--- config.mk ---
export PLATFORM = sky130hd
export DESIGN_NAME = sfc_front
export DESIGN_NICKNAME = d
export VERILOG_FILES = /design/src/design/sfc_pkg.sv /design/src/design/sfc_front.sv
export SDC_FILE = /design/constraint.sdc
export NUM_CORES = 1
export LEC_CHECK = 0
export BUFFER_PORTS_ARGS = -buffer_cell sky130_fd_sc_hd__buf_4
export CAP_MARGIN = 0
export CELL_PAD_IN_SITES_DETAIL_PLACEMENT = 2
export CELL_PAD_IN_SITES_GLOBAL_PLACEMENT = 2
export CORE_ASPECT_RATIO = 2
export CORE_UTILIZATION = 24
export CTS_BUF_LIST = sky130_fd_sc_hd__clkbuf_16
export DETAILED_ROUTE_END_ITERATION = 10
export GPL_TIMING_DRIVEN = 0
export PLACE_DENSITY_LB_ADDON = 0.1
export SKIP_CTS_REPAIR_TIMING = 1
export SLEW_MARGIN = 20
export SYNTH_ARGS = -nofsm -noshare
export SYNTH_HDL_FRONTEND = slang
export SYNTH_SLANG_ARGS = --single-unit
--- constraint.sdc ---
create_clock -name clk -period 1.8 [get_ports clk]
set_clock_uncertainty 0.1 [all_clocks]
set_input_delay 0.27 -clock clk [delete_from_list [all_inputs] [get_ports clk]]
set_output_delay 0.27 -clock clk [all_outputs]
set_load 0.02 [all_outputs]
--- src/design/sfc_pkg.sv ---
// ---------------------------------------------------------------------------
// sfc_pkg
// shared types and constants of the sphere frustum cull block
// ---------------------------------------------------------------------------
package sfc_pkg;

	localparam int PLANE_COUNT_DEF = 6;
	localparam int VALUE_WIDTH_DEF = 32;
	localparam int FIELD_WIDTH     = 32;
	localparam int INDEX_WIDTH     = 3;
	localparam int FRAC_BITS       = 16;
	localparam int QUEUE_DEPTH     = 4;
	localparam int S_TDATA_WIDTH   = 136;
	localparam int M_TDATA_WIDTH   = 8;

	typedef enum logic {
		ACT_LOAD = 1'b0,
		ACT_TEST = 1'b1
	} action_t;

	typedef struct packed {
		action_t                  action;
		logic [INDEX_WIDTH-1:0]   plane_index;
		logic [FIELD_WIDTH-1:0]   value_x;
		logic [FIELD_WIDTH-1:0]   value_y;
		logic [FIELD_WIDTH-1:0]   value_z;
		logic [FIELD_WIDTH-1:0]   value_w;
	} sfc_item_t;

endpackage

--- src/design/sfc_front.sv ---
// ---------------------------------------------------------------------------
// sfc_front
// input register; classifies requests and drops loads to absent plane slots
// ---------------------------------------------------------------------------
module sfc_front import sfc_pkg::*; #(
	parameter int PLANE_COUNT = PLANE_COUNT_DEF
) (
	input  logic      clk,
	input  logic      arst_n,
	input  logic      in_valid,
	output logic      in_ready,
	input  sfc_item_t in_item,
	output logic      out_valid,
	input  logic      out_ready,
	output sfc_item_t out_item
);

	logic      valid_s1;
	sfc_item_t item_s1;
	logic      keep;
	logic      accept;

	assign keep     = (in_item.action == ACT_TEST) || (int'(in_item.plane_index) < PLANE_COUNT);
	assign in_ready = !valid_s1 || out_ready;
	assign accept   = in_valid && in_ready;

	always_ff @(posedge clk or negedge arst_n) begin
		if (!arst_n) begin
			valid_s1 <= 1'b0;
		end else if (in_ready) begin
			valid_s1 <= accept && keep;
		end
	end

	always_ff @(posedge clk) begin
		if (accept) begin
			item_s1 <= in_item;
		end
	end

	assign out_valid = valid_s1;
	assign out_item  = item_s1;

endmodule

==> key figures, run 1 <==
Run status
  – Status: did not finish
  – Error: [ERROR RSZ-0060] Max buffer count reached.
  – Stopping stage: global routing (5_1_grt)

Clocking
  – H-tree lvl count: 4
  – Root buf cell: clkbuf_16
  – Num Clock Sinks: 133
  – Worst-case clock buffer depth: 2
  – CTS buffer count: 17

Synth
  – Mapped cell area: 4030 um2
  – Yosys warning count: 0
  – Seq/Total Area, Yosys: 0.989
  – Seq cells post-synth: 133
  – Area leader, netlist: edfxtp_1
  – Post-synth cell types: 7
  – Syn_nets: 274
  – Mean Syn Cell Area: 29.2 um2
  – Main area contributors after synthesis: edfxtp_1 98%, dfrtp_1 0.62%, nand2b_4 0.34%
  – Synth top area share: 0.983
  – Syn Inst Count: 138

Floorplan
  – Io pins: 270
  – Die H: 185 um
  – Std-Cell Rows: 66
  – Initial Util: 0.247
  – Die width: 93.7 um

Placed design
  – Cell Area, Placed: 6360 um2
  – Port bufs: 269
  – Placement Setup Slack: 0.0558 ns
  – GP Congestion: 0.717
  – DP Cell Count: 613
  – DP Wirelength: 9070 um

Timing
  – WEP type: sequential cell input
  – GR repair worst EP: out_item[37]$_DFFE_PP_/DE

GRT
  – Largest net degree at the start of global routing: 58
==> cells by family after synthesis <==
logic type,after synthesis,synth area share
AOI/OAI and AO/OA,1,0.00217
buffers and inverters,1,0.000930
and+or+nand+nor,3,0.00776
DFF,133,0.989
==> cell usage after synthesis (all sizes together) <==
master,n
edfxtp,132
and2,1
and3b,1
dfrtp,1
inv,1
nand2b,1
o21ai,1
==> through the flow <==
stage / util / hold slack [ns]
2_1_floorplan: - / -0.126
3_3_place_gp: 0.386 / -0.0538
3_5_place_dp: 0.389 / -0.0513
4_1_cts: 0.424 / -0.502
==> run 2: changes to the inputs <==
--- a/config.mk
+++ b/config.mk
@@ -7,14 +7,10 @@
 export LEC_CHECK = 0
 export BUFFER_PORTS_ARGS = -buffer_cell sky130_fd_sc_hd__buf_4
 export CAP_MARGIN = 0
-export CELL_PAD_IN_SITES_DETAIL_PLACEMENT = 2
-export CELL_PAD_IN_SITES_GLOBAL_PLACEMENT = 2
-export CORE_ASPECT_RATIO = 2
-export CORE_UTILIZATION = 24
-export CTS_BUF_LIST = sky130_fd_sc_hd__clkbuf_16
+export CORE_UTILIZATION = 35
 export DETAILED_ROUTE_END_ITERATION = 10
 export GPL_TIMING_DRIVEN = 0
-export PLACE_DENSITY_LB_ADDON = 0.1
+export PLACE_DENSITY_LB_ADDON = 0.15
 export SKIP_CTS_REPAIR_TIMING = 1
 export SLEW_MARGIN = 20
 export SYNTH_ARGS = -nofsm -noshare
==> constraint.sdc (replaced) <==
create_clock -name clk -period 2.3 [get_ports clk]
set_clock_uncertainty 0.1 [all_clocks]
set_input_delay 0.345 -clock clk [delete_from_list [all_inputs] [get_ports clk]]
set_output_delay 0.345 -clock clk [all_outputs]
set_load 0.02 [all_outputs]
==> key figures, run 2 <==
Power and ir drop
  – Worst IR Drop VDD: 0.592 mV
  – Pwr per Cell Area: 872 nW/um2
  – Lkg Pwr: 0.00303 uW

Critical path
  – Critical path type: reg2reg
  – CP Launch Type: flop
  – CP Data Arrival Time: 1.67 ns
  – Critical path required time: 2.28 ns
  – CP max FO: 54
  – CP endpoint kind: flop

Floorplan
  – Io pins: 270 (unchanged)
  – Die area: 12,000 um2
  – Die width: 109 um (was 93.7 um)
  – Core Footprint: 11,000 um2
  – Initial Util: 0.366 (was 0.247)
  – Std-Cell Rows: 38 (was 66)
  – Die H: 109 um (was 185 um)

Placed design
  – DP Cell Count: 549 (was 613)
  – Placement Setup Slack: 0.537 ns (was 0.0558 ns)
  – Cell Area, Placed: 6280 um2 (was 6360 um2)
  – GP Congestion: 0.732 (was 0.717)
  – DP Wirelength: 7330 um (was 9070 um)
  – Port bufs: 269 (unchanged)

Synth
  – Post-synth cell types: 7 (unchanged)
  – Area leader, netlist: edfxtp_1 (unchanged)
  – Post-synthesis async set-or-reset flop share: 0.00752 (unchanged)
  – Yosys warning count: 0 (unchanged)
  – Seq cells post-synth: 133 (unchanged)
  – Main area contributors after synthesis: edfxtp_1 98%, dfrtp_1 0.62%, nand2b_4 0.34% (unchanged)
  – EDFF count, synth: 132 (unchanged)
  – Syn Inst Count: 138 (unchanged)
  – Mapped cell area: 4030 um2 (unchanged)
  – Top-count cell post-synth: edfxtp_1 (unchanged)
  – Seq/Total Area, Yosys: 0.989 (unchanged)
  – Mean Syn Cell Area: 29.2 um2 (unchanged)
  – Syn_nets: 274 (unchanged)
  – Primary FF master, synth: edfxtp_1 (unchanged)
  – Synth top area share: 0.983 (unchanged)

GRT
  – Vias in the first global route: 2,537
  – GRT overflow: 0
  – Initial antenna violation count: 0
  – First-pass GRT wire length: 13,200 um
  – Tot GR Track Use: 0.159
  – Largest net degree at the start of global routing: 55

Clocking
  – Root buf cell: clkbuf_16 (unchanged)
  – CTS buffer count: 17 (unchanged)
  – H-tree lvl count: 4 (unchanged)
  – Worst-case clock buffer depth: 2 (unchanged)
  – Reg clk slew, reported paths: 0.06 ns
  – Latest clock arrival within the worst-skew pair: 0.40 ns
  – Num Clock Sinks: 133 (unchanged)
  – CTS tree: done

Timing
  – Worst-Margin Slew: 0.423 ns
  – Max_slew headroom: 0.718
  – Fmax: 591 MHz
  – Hold WS: 0.0142 ns
  – Max-slew violation count: 0
  – Fin. Hold Viols: 0
  – Final WS setup: 0.608 ns
  – Unrepaired setup endpoints after global routing: false
  – Fin crit share: 0.735
  – # setup viols final: 0
  – Final min period: 1.69 ns

Job
  – MaxCap Viol Count: 0

Finish
  – N_diodes: 0
  – Most frequent cells in the layout: 269 x buf_4, 132 x edfxtp_1, 29 x dlygate4sd3_1
  – Final instance area: 7170 um2
  – Fin nets: 593
  – FILL cells: 797
  – Most common cell after layout, fill and taps aside: buf_4
  – Max reg flops: 132
  – Area Growth Syn to Fin: 77.8%
  – Final Non-Filler Cells: 610
  – Layout cells sized above 1: 0.636

Routing
  – Post-route ant nets: 0
  – Total vias in the final route: 2,586
  – Via density: 4.24
  – DR WL/cell: 16.3 um
  – Post-Route WL: 9970 um
  – DRT iter0 DRCs: 105
  – Remaining routing DRC violations: 0
  – Drt pass-1 iters: 4

Worst hold path
  – Hold crit path type: in2reg

Run status
  – Status: completed (was did not finish)
run 2: cell counts after synthesis:
No cell type changed its count.
run 2: cell families (layout without fill, tap and decap cells):
kind of cell / count (synthesis) / in the layout / synth area share
and+or+nand+nor: 3 / 3 / 0.00776
buffers and inverters: 1 / 333 / 0.000930
AOI/OAI and AO/OA: 1 / 1 / 0.00217
DFF: 133 / 133 / 0.989
run 2: path summary, 6_finish.rpt:
| kind | from | slack (ns) | depth (start not counted) | endpoint |
|---|---|---|---|---|
| max | out_valid | 0.61 | 3 | out_item[25] |
| min | in_item[78] | 0.01 | 1 | out_item[78] |
| max reg2reg | out_valid | 0.61 | 3 | out_item[25] |
| min reg2reg | out_valid | 0.43 | 2 | out_valid |
| max in group asynchronous | arst_n | 1.88 | 2 | out_valid |
| min in group asynchronous | arst_n | 0.14 | 2 | out_valid |
run 2: metrics by stage:
| stage | util | TNS (ns) | power (uW) |
|---|---|---|---|
| 6_report | 0.650 | 0 | 6250 |
| 5_1_grt | 0.650 | 0 | 6460 |
| 4_1_cts | 0.624 | 0 | 6290 |
| 3_5_place_dp | 0.570 | 0 | 3570 |
| 3_3_place_gp | 0.565 | -7.95 | 3550 |
| 2_1_floorplan | - | 0 | 3160 |
run 2: worst max-delay path, stage by stage (launching register included):
cell	delay, ns
dfrtp_1	0.40
nand2b_4	0.09
and2_4	0.42
buf_16	0.31
run 2: power by group:
group / switching (uW) / internal, uW / total, uW / leakage, uW
Combinational: 331 / 349 / 680 / 0.00147
Sequential: 37.9 / 2840 / 2880 / 0.00127
Clock: 907 / 1790 / 2690 / 0.000292
run 2: final cells by class:
class	count	area, um2	area share
sequential	133	3990	0.556
tap	140	175	0.0244
clock buffer	19	433	0.0604
multi-input combinational	4	40.0	0.00559
timing repair buffer	300	2360	0.330
clock inverter	13	163	0.0227
inverter	1	3.75	0.000524
run 2: routing by layer:
layer  GRT usage  vias up  routed length, um
li1            -     1204                  -
met1       0.148     1189               3290
met2       0.274      176               5150
met3      0.0895       17               1330
met4      0.0886        0                197
met5           0        -                  0
Note: power is estimated with default switching activity, not from simulation.
==> run 3: changes to the inputs <==
==> constraint.sdc (replaced) <==
create_clock -name clk -period 1.4 [get_ports clk]
set_clock_uncertainty 0.1 [all_clocks]
set_input_delay 0.21 -clock clk [delete_from_list [all_inputs] [get_ports clk]]
set_output_delay 0.21 -clock clk [all_outputs]
set_load 0.02 [all_outputs]
==> key figures, run 3 <==
Run status
  – Status: did not finish (was completed)
  – Stopping stage: global routing (5_1_grt)
  – Error: [ERROR RSZ-0060] Max buffer count reached.

Placed design
  – DP Wirelength: 7200 um (was 7330 um)
  – DP Cell Count: 549 (unchanged)
  – Port bufs: 269 (unchanged)
  – GP Congestion: 0.708 (was 0.732)
  – Placement Setup Slack: -0.265 ns (was 0.537 ns)

GRT
  – Largest net degree at the start of global routing: 59

Timing
  – WEP type: sequential cell input
  – GR repair worst EP: out_item[57]$_DFFE_PP_/DE

Clocking
  – Worst-case clock buffer depth: 2 (unchanged)
  – H-tree lvl count: 4 (unchanged)
  – Root buf cell: clkbuf_16 (unchanged)
  – Num Clock Sinks: 133 (unchanged)
  – CTS buffer count: 17 (unchanged)

Floorplan
  – Std-Cell Rows: 38 (unchanged)
  – Initial Util: 0.366 (unchanged)
  – Die H: 109 um (unchanged)
  – Io pins: 270 (unchanged)
  – Die width: 109 um (unchanged)

Synth
  – Seq cells post-synth: 133 (unchanged)
  – Main area contributors after synthesis: edfxtp_1 98%, dfrtp_1 0.62%, nand2b_4 0.34% (unchanged)
  – Mapped cell area: 4030 um2 (unchanged)
  – Area leader, netlist: edfxtp_1 (unchanged)
  – Syn Inst Count: 138 (unchanged)
  – Primary FF master, synth: edfxtp_1 (unchanged)
  – Top-count cell post-synth: edfxtp_1 (unchanged)
  – Mean Syn Cell Area: 29.2 um2 (unchanged)
  – Post-synth cell types: 7 (unchanged)
  – Synth top area share: 0.983 (unchanged)
  – Seq/Total Area, Yosys: 0.989 (unchanged)
  – Syn_nets: 274 (unchanged)
  – EDFF count, synth: 132 (unchanged)
  – Post-synthesis async set-or-reset flop share: 0.00752 (unchanged)
  – Yosys warning count: 0 (unchanged)
## run 3: cell counts after synthesis
Identical to the previous run, type by type.
## run 3: cells by family after synthesis
family	count (synthesis)	synth area share
buffers and inverters	1	0.000930
DFF	133	0.989
and+or+nand+nor	3	0.00776
AOI/OAI and AO/OA	1	0.00217
## run 3: metrics by stage
stage	TNS (ns)	cell area [um2]
CTS	-28.11	6790
detailed placement	-27.34	6280
global placement	-117.23	6230
floorplan	-90.32	4030
