--- config.mk ---
export PLATFORM = sky130hd
export DESIGN_NAME = sfc_queue
export DESIGN_NICKNAME = d
export VERILOG_FILES = /design/src/design/sfc_pkg.sv /design/src/design/sfc_queue.sv
export SDC_FILE = /design/constraint.sdc
export NUM_CORES = 1
export LEC_CHECK = 0
export BUFFER_PORTS_ARGS = -buffer_cell sky130_fd_sc_hd__buf_2
export CORE_AREA = 2 2 211 213
export CTS_BUF_LIST = sky130_fd_sc_hd__clkbuf_8 sky130_fd_sc_hd__clkbuf_16
export CTS_CLUSTER_SIZE = 40
export DETAILED_ROUTE_END_ITERATION = 10
export DIE_AREA = 0 0 213 215
export GPL_TIMING_DRIVEN = 1
export PLACE_DENSITY = 0.68
export SLEW_MARGIN = 10
export SYNTH_ARGS = -nofsm -noshare
export SYNTH_HDL_FRONTEND = slang
export SYNTH_SLANG_ARGS = --single-unit
--- constraint.sdc ---
create_clock -name clk -period 3.34 [get_ports clk]
set_input_delay 0.334 -clock clk [delete_from_list [all_inputs] [get_ports clk]]
set_output_delay 0.334 -clock clk [all_outputs]
set_load 0.02 [all_outputs]
--- src/design/sfc_pkg.sv ---
// ---------------------------------------------------------------------------
// sfc_pkg
// shared types and constants of the sphere frustum cull block
// ---------------------------------------------------------------------------
package sfc_pkg;

	localparam int PLANE_COUNT_DEF = 6;
	localparam int VALUE_WIDTH_DEF = 32;
	localparam int FIELD_WIDTH     = 32;
	localparam int INDEX_WIDTH     = 3;
	localparam int FRAC_BITS       = 16;
	localparam int QUEUE_DEPTH     = 4;
	localparam int S_TDATA_WIDTH   = 136;
	localparam int M_TDATA_WIDTH   = 8;

	typedef enum logic {
		ACT_LOAD = 1'b0,
		ACT_TEST = 1'b1
	} action_t;

	typedef struct packed {
		action_t                  action;
		logic [INDEX_WIDTH-1:0]   plane_index;
		logic [FIELD_WIDTH-1:0]   value_x;
		logic [FIELD_WIDTH-1:0]   value_y;
		logic [FIELD_WIDTH-1:0]   value_z;
		logic [FIELD_WIDTH-1:0]   value_w;
	} sfc_item_t;

endpackage

--- src/design/sfc_queue.sv ---
// ---------------------------------------------------------------------------
// sfc_queue
// short request queue between front and back
// ---------------------------------------------------------------------------
module sfc_queue import sfc_pkg::*; #(
	parameter int DEPTH = QUEUE_DEPTH
) (
	input  logic      clk,
	input  logic      arst_n,
	input  logic      push_valid,
	output logic      push_ready,
	input  sfc_item_t push_item,
	output logic      pop_valid,
	input  logic      pop_ready,
	output sfc_item_t pop_item
);

	localparam int PW = (DEPTH > 1) ? $clog2(DEPTH) : 1;
	localparam int CW = $clog2(DEPTH + 1);

	sfc_item_t       entry_q [DEPTH];
	logic [PW-1:0]   wr_ptr_q;
	logic [PW-1:0]   rd_ptr_q;
	logic [CW-1:0]   count_q;
	logic            push;
	logic            pop;

	assign push_ready = (count_q != CW'(DEPTH));
	assign pop_valid  = (count_q != '0);
	assign push       = push_valid && push_ready;
	assign pop        = pop_valid && pop_ready;
	assign pop_item   = entry_q[rd_ptr_q];

	always_ff @(posedge clk or negedge arst_n) begin
		if (!arst_n) begin
			wr_ptr_q <= '0;
			rd_ptr_q <= '0;
			count_q  <= '0;
		end else begin
			if (push) begin
				wr_ptr_q <= (wr_ptr_q == PW'(DEPTH - 1)) ? '0 : wr_ptr_q + 1'b1;
			end
			if (pop) begin
				rd_ptr_q <= (rd_ptr_q == PW'(DEPTH - 1)) ? '0 : rd_ptr_q + 1'b1;
			end
			if (push && !pop) begin
				count_q <= count_q + 1'b1;
			end else if (pop && !push) begin
				count_q <= count_q - 1'b1;
			end
		end
	end

	always_ff @(posedge clk) begin
		if (push) begin
			entry_q[wr_ptr_q] <= push_item;
		end
	end

endmodule

# Yosys cells after proc, flatten, opt, wreduce, memory -nomap -nowiden
# Memories as Yosys holds them, arrays and structs flattened.
# Index checks and enable logic that the tools add are counted.
word_totals:
  memories: 1
  input_bits: 136
  reg_bits: 7
  output_inout_bits: 134
  wordCells: 25
  ramBits: 528
mem_list:
  columns: ["name", "depth", "word_bits", "read_ports", "rd_clocked_by_memory_dff", "write_ports", "line_no", "source"]
  rows:
  - ["entry_q", 4, 132, 1, 0, 1, "sfc_queue.sv:21", "sfc_item_t entry_q [DEPTH];"]
op_classes:
  eq_ne: 3
  n_reduce_logical: 8
  n_addsub: 4
  muxes: 6
op_table:
  columns: ["operator", "count"]
  rows:
  - ["3-bit two-way mux", 2]
  - ["2-bit by 1-bit adder with 2-bit output, second input constant", 2]
  - ["2-bit equality test, second input constant", 2]
  - ["1-bit logical AND", 4]
  - ["2-bit two-way mux", 2]
  - ["3-bit by 1-bit adder with 3-bit output, second input constant", 1]
  - ["3-bit inequality test, second input constant", 1]
  - ["3-bit nonzero test", 1]
  - ["3-bit by 1-bit subtractor with 3-bit output, second input constant", 1]
  - ["1-bit logical NOT", 2]
  - ["1-bit two-way mux", 2]
  - ["2-bit nonzero test", 1]

# Logic depth before layout (Yosys ltp)
# Gate-level depths: netlist of the first run.
depth:
  ltp_word: 6
  depth_mapped: 8
  depth_no_buf: 8

# Least setup slack after synthesis of the first run
# OpenSTA, ideal clock, no wires.
synth_path:
  kind: "reg2reg"
  startpoint: "register count_q[2]"
  endpoint: "memory entry_q[0][0] in the netlist's numbering, enable pin"
  t_arrival_ns: 2.340
  n_path_buf: 0
  required_time_ns: 2.907
  path_slack_ns: 0.567
  setup_time_ns: 0.433
  stages_incl_launch_ff: 3
  synth_period_minus_slack_ns: 2.773
  cell_sequence: "dfrtp_1 > or3b_4 > and3_2"
synth_between:
  elab_chain_cells: 4
synth_rtl:
  columns: ["item", "line_no", "source"]
  rows:
  - ["from (decl)", "sfc_queue.sv:24", "logic [CW-1:0] count_q;"]
  - ["from (signal assigned)", "sfc_queue.sv:47", "count_q <= count_q + 1'b1;"]
  - ["from (signal assigned)", "sfc_queue.sv:49", "count_q <= count_q - 1'b1;"]
  - ["3-bit inequality test", "sfc_queue.sv:28", "assign push_ready = (count_q != CW'(DEPTH));"]
  - ["net push_ready", "sfc_queue.sv:11", "output logic push_ready,"]
  - ["1-bit logical AND", "sfc_queue.sv:30", "assign push = push_valid && push_ready;"]
  - ["1-bit two-way mux", "sfc_queue.sv:55", "if (push) begin"]
  - ["1-bit two-way mux (implied by the code)", "sfc_queue.sv:56", "entry_q[wr_ptr_q] <= push_item;"]
  - ["to (decl)", "sfc_queue.sv:21", null]
# The timed path passes the listed nets, and every way through them passes these cells.

==> reports/qor.yml, run 1 <==
grt:
  grt_pass1_vias: 10100
  grt_max_degree: 75
  antenna_found_initial: 1
  grt_pass1_wl_um: 57200
  grt_usage_pct: 16.6
  overflow: 0
placement:
  dpl_cell_area_um2: 21800
  place_ws_ps: 1020
  place_inst: 1581
  dpl.hpwl_um: 22200
  gp_congestion: 0.745
  io_buffer_count: 269
clock_network:
  tritoncts: "built"
  clock_latency_ps: 580
  cts_made_buffers: 53
  cts_root_buf: "clkbuf_16"
  clk_pin_slew_ps: 60
  post_cts_buffers: 0
  cts_buffer_depth: 3
  clkSinkCount: 535
  htree_levels: 2
yosys:
  yosysTopAreaCell: "edfxtp_1"
  syn-num-nets: 869
  yosys.cell_types.count: 20
  syn_area_um2: 19500
  synth_async_sr_flop_share_pct: 1.31
  synth_seq_area_share_pct: 82.3
  ys_warn_count: 0
  synthTopCellsByCount: "edfxtp_1, mux4_2, buf_2"
  yosysMostFrequentCell: "edfxtp_1"
  ys_seq_elements: 535
  synthMuxAreaShare_pct: 15.6
  yosys-top-cells-area: "edfxtp_1, mux4_2, dfrtp_1, buf_6, buf_2"
  synth_edf_count: 528
  synth_xor_area_share_pct: 0.135
  synth_fa_ha_area_share_pct: 0.488
  synth_top_family_by_area: "multiplexers"
  ys.flop_type: "edfxtp_1"
  synth-simple-area-share_pct: 0.373
  synth_cells: 726
  synth.avg_cell_area_um2: 26.8
  synth_top_area_share_pct: 81.4
  synth_compound_area_share_pct: 0
pwr:
  ir_worst_vdd_mv: 0.647
  powerDensity_nw_per_um2: 888
  switchingPower_mw: 6.89
  p_leak_nw: 8.54
  switching_share_pct: 31.2
  clkPwrFrac_pct: 25.7
  seqPwrFrac_pct: 42.4
  p_int_mw: 15.2
  combinationalPowerShare_pct: 32.0
setup_path:
  critical_path.max_fanout: 25
  regToRegStartpoint: "count_q[1]"
  arrival_ps: 2530
  start_kind: "flip-flop"
  slowest_stage: "dfrtp_4"
  setup.worst_path.end_class: "output port"
  crit_chain: "buf_12 > buf_12 > mux4_2 > buf_2"
  critPathRequiredTime_ps: 3010
  crit_path_frequent_cell: "buf_12"
  r2r_slack_ps: 1120
  cpPeakStageDelay_ps: 700
  reg2reg_to: "count_q[2]"
  rr_worst_depth: 8
  worstSetupPathType: "reg -> out"
timing:
  finalCritPeriodShare_pct: 85.7
  fmax_ghz: 0.349
  rsz0062_at_grt: "false"
  drv_slew: 0
  setup_ws_ps: 477
  fin_skew_ps: 20.1
  tightestPinTransition_ps: 846
  maxSlewHeadroom_pct: 43.6
  finalSetupViolCount: 0
  final.min_clock_period_ps: 2860
  final_hold_viol_count: 0
  tns_ps: 0
die:
  rows: 77
  die_h_um: 215
  initial_core_util_pct: 44.6
  core_um2: 43600
  die_w_um: 213
  dieArea_um2: 45800
  io_pins: 270
detailed_routing:
  routedWlPerCell_um: 20.6
  drt_wl_total_um: 37400
  dr.pass1.iters: 4
  via_count: 9079
  drtIter0Drc: 551
  vias_per_cell: 5.00
  drc_errors: 0
  antenna_left: 0
cells_and_area:
  drive_above_1_share_pct: 42.1
  final_area_um2: 24800
  area_delta_synth_final_pct: 27.5
  post-route-util_pct: 56.9
  fillers: 3167
  final_cells: 1814
  layout.nets: 1320
job:
  max-cap-violations: 0
outcome:
  status: "finished, final reports clean"
hold_path:
  hold_class: "in -> async"
==> timing repair <==
item                      in CTS  in global routing
resized for setup              0                  0
hold endpoints to repair     535                  0
hold buffers                 133                  0
==> kinds of logic after synthesis <==
family,count (synthesis)
flip-flops,535
multiplexers,137
XOR/XNOR,3
adder cells (fa/ha/maj),7
AND/OR/NAND/NOR,11
buffers and inverters,33
==> power by group through the flow <==
stage	sequential (mW)	combinational [mW]	clock, mW
after floorplan	9.25	4.82	0
after global placement	9.43	7.04	0
after detailed placement	9.50	7.07	0
after CTS	9.37	7.22	5.81
after global routing	9.47	7.51	6.08
final	9.34	7.05	5.66
==> routing by layer <==
metal	global-route usage, %	vias up	wire, µm	share of wire [%]
li1	-	4064	-	-
met4	4.59	0	748	2.0
met1	21.5	4715	15400	41
met5	0	-	0	0
met3	4.62	57	2500	6.7
met2	27.7	243	18700	50
==> per-stage QoR <==
stage | power [mW] | hold WS (ps)
2_1_floorplan | 14.1 | 38.4
3_3_place_gp | 16.5 | 185
3_5_place_dp | 16.6 | 189
4_1_cts | 22.4 | 94.9
5_1_grt | 23.1 | 131
6_report | 22.0 | 135
==> cell usage in the layout (no fill, tap or decap), types with 3 or more instances in the layout <==
master         Yosys  final
clkinv_2           0     10
dfrtp_1            7      5
clkbuf_16          0     55
clkinv_1           0     16
edfxtp_1         528    528
nor2_1             3      3
mux4_2           132    132
buf_4              1      5
and3_4             0      4
buf_12             0     19
clkinvlp_4         0      3
inv_1              3     10
dlygate4sd3_1      0    133
mux2_2             3      3
bufinv_16          0      4
ha_1               6      6
buf_2             16    269
==> how the worst max path moves through the flow <==
stage / startpoint / endpoint / slack (ps)
2_1_floorplan: count_q[2] / entry_q[0][0] / 570
3_3_place_gp: rd_ptr_q[1] / pop_item[83] / 1040
3_5_place_dp: rd_ptr_q[0] / pop_item[65] / 1020
4_1_cts: rd_ptr_q[0] / pop_item[65] / 380
5_1_grt: rd_ptr_q[0] / pop_item[65] / 310
6_report: rd_ptr_q[0] / pop_item[65] / 480
==> flip-flops by register name (all words and copies together) (netlist names) <==
name	count
entry_q	528
rd_ptr_q	2
count_q	3
wr_ptr_q	2
==> area by class of cell <==
type,count,area [µm²],share of cell area [%]
sequential,535,16000,64.6
multi-input combinational,158,3250,13.1
timing repair buffer,426,3100,12.5
clock buffer,55,1380,5.55
tap,592,741,2.98
clock inverter,43,305,1.23
inverter,3,11.3,0.0454
antenna,2,5.00,0.0202
==> critical path, delay by kind of cell (launching register included) <==
kind	cells	cell delay (ps)
flip-flops	1	700
buffers and inverters	3	690
multiplexers	1	530
(Power assumes the default switching activity.)
==> run 2: changes to the inputs <==
==> constraint.sdc (replaced) <==
create_clock -name clk -period 3.1 [get_ports clk]
set_input_delay 0.31 -clock clk [delete_from_list [all_inputs] [get_ports clk]]
set_output_delay 0.31 -clock clk [all_outputs]
set_load 0.02 [all_outputs]
==> run 2 against run 1 <==
Clock skew fell by 9.0 ps. Final area fell by 0.33%. Wire length rose by 1.5%. Worst hold slack got worse by 27 ps. Sequential cell count did not move. Cell count fell by 0.28%. Combinational power rose by 8.5%. Setup slack got worse by 150 ps. Largest cell class unchanged. Critical endpoint is now pop_item[59].
==> reports/qor.yml, run 2 (same netlist as run 1, synthesis figures left out) <==
cells_and_area:
  drive_above_1_share_pct: 41.9  # -0.22 points
  reg.largest.list: "entry_q: 528 flops, count_q: 3 flops"
  top_register: "entry_q"
  fillers: 3194  # +0.85%
  diodes: 0  # -2
  final_cell_mix: "edfxtp_1, buf_2, dlygate4sd3_1, mux4_2, clkbuf_16"
  final_area_um2: 24700  # -0.33%
  final_common_cell: "edfxtp_1"
  final_cells: 1809  # -0.28%
  area_delta_synth_final_pct: 27.1
  layout.nets: 1322  # +0.15%
  largest_reg_flops: 528  # unchanged
timing:
  rsz0062_at_grt: "false"
  fmax_ghz: 0.361
  finalCritPeriodShare_pct: 89.3
  tns_ps: 0  # unchanged
  final.min_clock_period_ps: 2770
  fin_skew_ps: 11.2  # -8.96 ps
  drv_slew: 0  # unchanged
  tightestPinTransition_ps: 574  # -272 ps
  maxSlewHeadroom_pct: 61.7  # +18 points
  final_hold_viol_count: 0  # unchanged
  finalSetupViolCount: 0  # unchanged
setup_path:
  cpPeakStageDelay_ps: 690  # about the same
  worstSetupPathType: "reg -> out"
  rr_worst_depth: 8  # unchanged
  crit_chain: "buf_12 > mux4_2 > buf_2"
  slowest_stage: "dfrtp_4"
  setup.worst_path.end_class: "output port"
  critPathRequiredTime_ps: 2790  # -220 ps
  cp.buffers_inverters: 2  # -1
  arrival_ps: 2460  # -70 ps
  crit_family: "flip-flops"
  regToRegStartpoint: "count_q[1]"
  r2r_slack_ps: 910  # -210 ps
  critical_path.max_fanout: 44  # +76%
  reg2reg_to: "count_q[2]"
  start_kind: "flip-flop"
placement:
  place_inst: 1582  # +0.063%
  dpl.hpwl_um: 22900  # +3.1%
  dpl_cell_area_um2: 21800  # about the same
  gp_congestion: 0.717  # -3.8%
  io_buffer_count: 269  # unchanged
clock_network:
  htree_levels: 2  # unchanged
  clk_pin_slew_ps: 60  # about the same
  cts_root_buf: "clkbuf_16"
  cts_made_buffers: 54  # +1.9%
  tritoncts: "built"
  clock_latency_ps: 580  # about the same
  clkSinkCount: 535  # unchanged
  cts_buffer_depth: 3  # unchanged
grt:
  grt_pass1_vias: 10100  # -0.68%
  antenna_found_initial: 0  # -1
  grt_max_degree: 65  # -13%
  grt_usage_pct: 16.9  # +0.26 points
  overflow: 0  # unchanged
  grt_pass1_wl_um: 58000  # +1.3%
detailed_routing:
  antenna_left: 0  # unchanged
  via_count: 9192  # +1.2%
  drc_errors: 0  # unchanged
  vias_per_cell: 5.08  # +1.5%
  dr.pass1.iters: 5  # +1
  drtIter0Drc: 478  # -13%
  routedWlPerCell_um: 21.0  # +1.7%
  drt_wl_total_um: 37900  # +1.5%
hold_path:
  hold_class: "in -> async"
die:
  initial_core_util_pct: 44.6  # unchanged
  dieArea_um2: 45800  # unchanged
  core_um2: 43600  # unchanged
  die_w_um: 213  # unchanged
  io_pins: 270  # unchanged
  rows: 77  # unchanged
  die_h_um: 215  # unchanged
pwr:
  p_leak_nw: 8.53  # -0.14%
  ir_worst_vdd_mv: 0.673  # +4.0%
  total_power_mw: 23.5  # +6.6%
  powerDensity_nw_per_um2: 950  # +6.9%
job:
  max-cap-violations: 0  # unchanged
outcome:
  status: "finished, final reports clean"
[run 2: changes by cell type in the layout (fill, tap and decap cells not counted), sizes merged]
cell | before | now
clkinvlp | 3 | 2
inv | 11 | 16
clkbuf | 55 | 57
buf | 293 | 294
bufinv | 4 | 1
diode | 2 | 0
clkinv | 28 | 21
[run 2: layout make-up]
cell class | instances | area [µm²] | share of cell area [%]
Clock buffer | 57 | 1430 | 5.77
Clock inverter | 37 | 196 | 0.794
Inverter | 3 | 11.3 | 0.0455
Multi-Input combinational cell | 158 | 3250 | 13.1
Sequential cell | 535 | 16000 | 64.8
Tap cell | 592 | 741 | 2.99
Timing Repair Buffer | 427 | 3080 | 12.4
[run 2: timing repair]
item                                   4_1_cts  5_1_grt
buffers inserted                             0        0
setup endpoints to repair                    0        0
hold buffers                               133        0
resized for setup                            0        0
endpoints found under the hold margin      535        0
[run 2: worst reg2reg max path: cells and delay by family, from the launching register on]
family / cells / cell delay (ps)
buffers and inverters: 1 / 60
adders and majority gates: 2 / 580
DFF: 1 / 410
and+or+nand+nor: 3 / 770
xor gates and xnor gates: 2 / 300
[run 2: power breakdown]
part           internal (mW)  switching [mW]  total (mW)
clock network           3.37            2.50        5.87
logic                   3.22            4.44        7.65
registers               9.54           0.428        9.97
[run 2: metrics by stage]
stage	utilization, %	hold WS (ps)	worst slack (ps)
floorplan	-	14.4	327
global placement	49.9	158	865
detailed placement	49.9	161	876
CTS	56.7	63.1	238
global route	56.7	101	190
finish	56.7	108	331
[run 2: worst max path at each step]
stage          slack (ps)        start            end  depth (start not counted)
6_report              330  rd_ptr_q[0]   pop_item[59]                          3
2_1_floorplan         330   count_q[2]  entry_q[0][0]                          2
4_1_cts               240  rd_ptr_q[0]   pop_item[42]                          4
3_5_place_dp          880  rd_ptr_q[0]   pop_item[42]                          4
3_3_place_gp          870  rd_ptr_q[0]   pop_item[42]                          4
5_1_grt               190  rd_ptr_q[0]   pop_item[29]                          3
[run 2: per-layer routing]
| layer | global-route usage, % | part of all wire, % | up-vias | wire length, µm |
|---|---|---|---|---|
| li1 | - | - | 4070 | - |
| met1 | 21.4 | 40 | 4793 | 15400 |
| met2 | 28.3 | 50 | 258 | 19100 |
| met3 | 4.43 | 6.8 | 71 | 2570 |
| met4 | 5.78 | 2.5 | 0 | 954 |
| met5 | 0 | 0 | - | 0 |
==> run 3: changes to the inputs <==
--- a/config.mk
+++ b/config.mk
@@ -6,13 +6,16 @@
 export NUM_CORES = 1
 export LEC_CHECK = 0
 export BUFFER_PORTS_ARGS = -buffer_cell sky130_fd_sc_hd__buf_2
+export CELL_PAD_IN_SITES_DETAIL_PLACEMENT = 1
+export CELL_PAD_IN_SITES_GLOBAL_PLACEMENT = 2
 export CORE_AREA = 2 2 211 213
 export CTS_BUF_LIST = sky130_fd_sc_hd__clkbuf_8 sky130_fd_sc_hd__clkbuf_16
 export CTS_CLUSTER_SIZE = 40
 export DETAILED_ROUTE_END_ITERATION = 10
 export DIE_AREA = 0 0 213 215
 export GPL_TIMING_DRIVEN = 1
-export PLACE_DENSITY = 0.68
+export PLACE_DENSITY = 0.81
+export RECOVER_POWER = 25
 export SLEW_MARGIN = 10
 export SYNTH_ARGS = -nofsm -noshare
 export SYNTH_HDL_FRONTEND = slang
==> run 3 against run 2 <==
Power rose by 1.9%. Via count rose by 0.88%. Sequential share of layout area rose by 0.12 points. Setup slack got worse by 110 ps. Cell count rose by 0.17%. Worst hold slack improved by 41 ps. Die area did not move. Global-route usage rose by 2.2 points. Register-to-register slack got worse by 160 ps. Non-clock buffer count fell by 2. Sequential cell count did not move. First-iteration DRC count rose by 22%. Critical path type unchanged. Largest power group unchanged.
==> reports/qor.yml, run 3 (same netlist as run 1, synthesis figures left out) <==
detailed_routing:
  routedWlPerCell_um: 23.3  # +11%
  drt_wl_total_um: 42300  # +11%
  via_count: 9273  # +0.88%
  dr.pass1.iters: 5  # unchanged
  drtIter0Drc: 581  # +22%
  vias_per_cell: 5.12  # +0.71%
  antenna_left: 0  # unchanged
  drc_errors: 0  # unchanged
cells_and_area:
  area_delta_synth_final_pct: 26.8
  final_common_cell: "edfxtp_1"
  reg.largest.list: "entry_q: 528 flops, count_q: 3 flops"
  top_register: "entry_q"
  multi_input_comb_area_um2: 3250  # unchanged
  largest_reg_flops: 528  # unchanged
  final_cell_mix: "edfxtp_1, buf_2, dlygate4sd3_1, mux4_2, clkbuf_1"
  layout.nets: 1320  # -0.15%
  drive_above_1_share_pct: 35.8  # -6.1 points
  fillers: 3738  # +17%
  post-route-util_pct: 56.6  # -0.10 points
  regArea_um2: 16000  # unchanged
timing:
  fin_skew_ps: 14.6  # +3.38 ps
  rsz0062_at_grt: "false"
  drv_slew: 0  # unchanged
  finalCritPeriodShare_pct: 93.0  # +3.7 points
  final.min_clock_period_ps: 2880  # +114 ps
  final_hold_viol_count: 0  # unchanged
  tns_ps: 0  # unchanged
  maxSlewHeadroom_pct: 58.7  # -3.0 points
  fmax_ghz: 0.347  # -3.9%
  hold_ws_ps: 149  # +41.4 ps
  finalSetupViolCount: 0  # unchanged
  tightestPinTransition_ps: 619  # +44.7 ps
clock_network:
  postCtsResizedCells: 0  # unchanged
  post_cts_buffers: 0  # unchanged
  clkSinkCount: 535  # unchanged
  htree_levels: 2  # unchanged
  cts_buffer_depth: 3  # unchanged
  clk_pin_slew_ps: 60  # about the same
  cts_made_buffers: 54  # unchanged
  hold_buffers: 133  # unchanged
  tritoncts: "built"
  clock_latency_ps: 590  # about the same
  cts_root_buf: "clkbuf_16"
setup_path:
  critPathRequiredTime_ps: 2790  # about the same
  crit_start: "rd_ptr_q[0]"
  worstSetupPathType: "reg -> out"
  rr_worst_depth: 8  # unchanged
  setup.worst_path.end_class: "output port"
  r2r_slack_ps: 750  # -160 ps
  crit_end: "pop_item[111]"
  start_kind: "flip-flop"
  critical_path.max_fanout: 26  # -41%
  arrival_ps: 2570  # +110 ps
  reg2reg_to: "count_q[2]"
  regToRegStartpoint: "count_q[1]"
placement:
  dpl.hpwl_um: 24900  # +9.0%
  gp_congestion: 0.716  # -0.14%
  io_buffer_count: 269  # unchanged
die:
  die_w_um: 213  # unchanged
  io_pins: 270  # unchanged
  dieArea_um2: 45800  # unchanged
  die_h_um: 215  # unchanged
  core_um2: 43600  # unchanged
  rows: 77  # unchanged
  initial_core_util_pct: 44.6  # unchanged
job:
  max-cap-violations: 0  # unchanged
grt:
  overflow: 0  # unchanged
  grt_usage_pct: 19.1  # +2.2 points
  grt_pass1_vias: 10700  # +6.2%
  grt_max_degree: 82  # +26%
  antenna_found_initial: 3  # +3
  grt_pass1_wl_um: 65100  # +12%
pwr:
  p_leak_nw: 8.33  # -2.3%
  powerDensity_nw_per_um2: 969  # +2.1%
  ir_worst_vdd_mv: 0.895  # +33%
outcome:
  status: "finished, final reports clean"
hold_path:
  hold_class: "in -> reg"
## run 3: worst max-delay path: stages (launching register included)
cell and delay (ps):
dfrtp_4 830, buf_4 400, mux4_2 580, buf_2 180
## run 3: routing by layer
| layer | vias up | share of wire, % | routed length [µm] | GRT usage [%] |
|---|---|---|---|---|
| met4 | 0 | 2.2 | 940 | 5.57 |
| li1 | 4057 | - | - | - |
| met5 | - | 0 | 0 | 0 |
| met1 | 4856 | 39 | 16500 | 23.4 |
| met2 | 290 | 53 | 22300 | 33.3 |
| met3 | 70 | 6.0 | 2530 | 4.87 |
## run 3: area by class of cell
| cell class | instances | share of cell area, % |
|---|---|---|
| well taps | 592 | 3.00 |
| clock buffers | 62 | 6.06 |
| repair buffers | 425 | 11.9 |
| flip-flops and latches | 535 | 65.0 |
| diodes | 3 | 0.0304 |
| clock inverters | 34 | 0.866 |
| multi-input cells | 158 | 13.1 |
| inverters | 3 | 0.0456 |
## run 3: metrics by stage
step                total power, mW  setup slack (ps)  cell area (µm²)  std cells
finish                         23.9               217            24700       1812
CTS                            24.3               102            24800       1809
global route                   25.0              11.1            24700       1812
global placement               17.7               743            21700       1580
detailed placement             17.9               744            21700       1580
floorplan                      15.2               327            19500        726
## run 3: how the worst min path moves through the flow
stage	from	endpoint	slack [ps]	depth (start not counted)
5_1_grt	pop_ready	rd_ptr_q[0]	120	3
4_1_cts	arst_n	count_q[1]	70	2
3_3_place_gp	arst_n	count_q[2]	150	1
2_1_floorplan	arst_n	count_q[0]	10	0
6_report	pop_ready	rd_ptr_q[0]	150	3
3_5_place_dp	arst_n	count_q[2]	160	1
## run 3: report_power, final
group | switching [mW] | internal [mW]
clock network | 2.62 | 3.59
logic | 4.55 | 3.17
registers | 0.462 | 9.55
total | 7.63 | 16.3
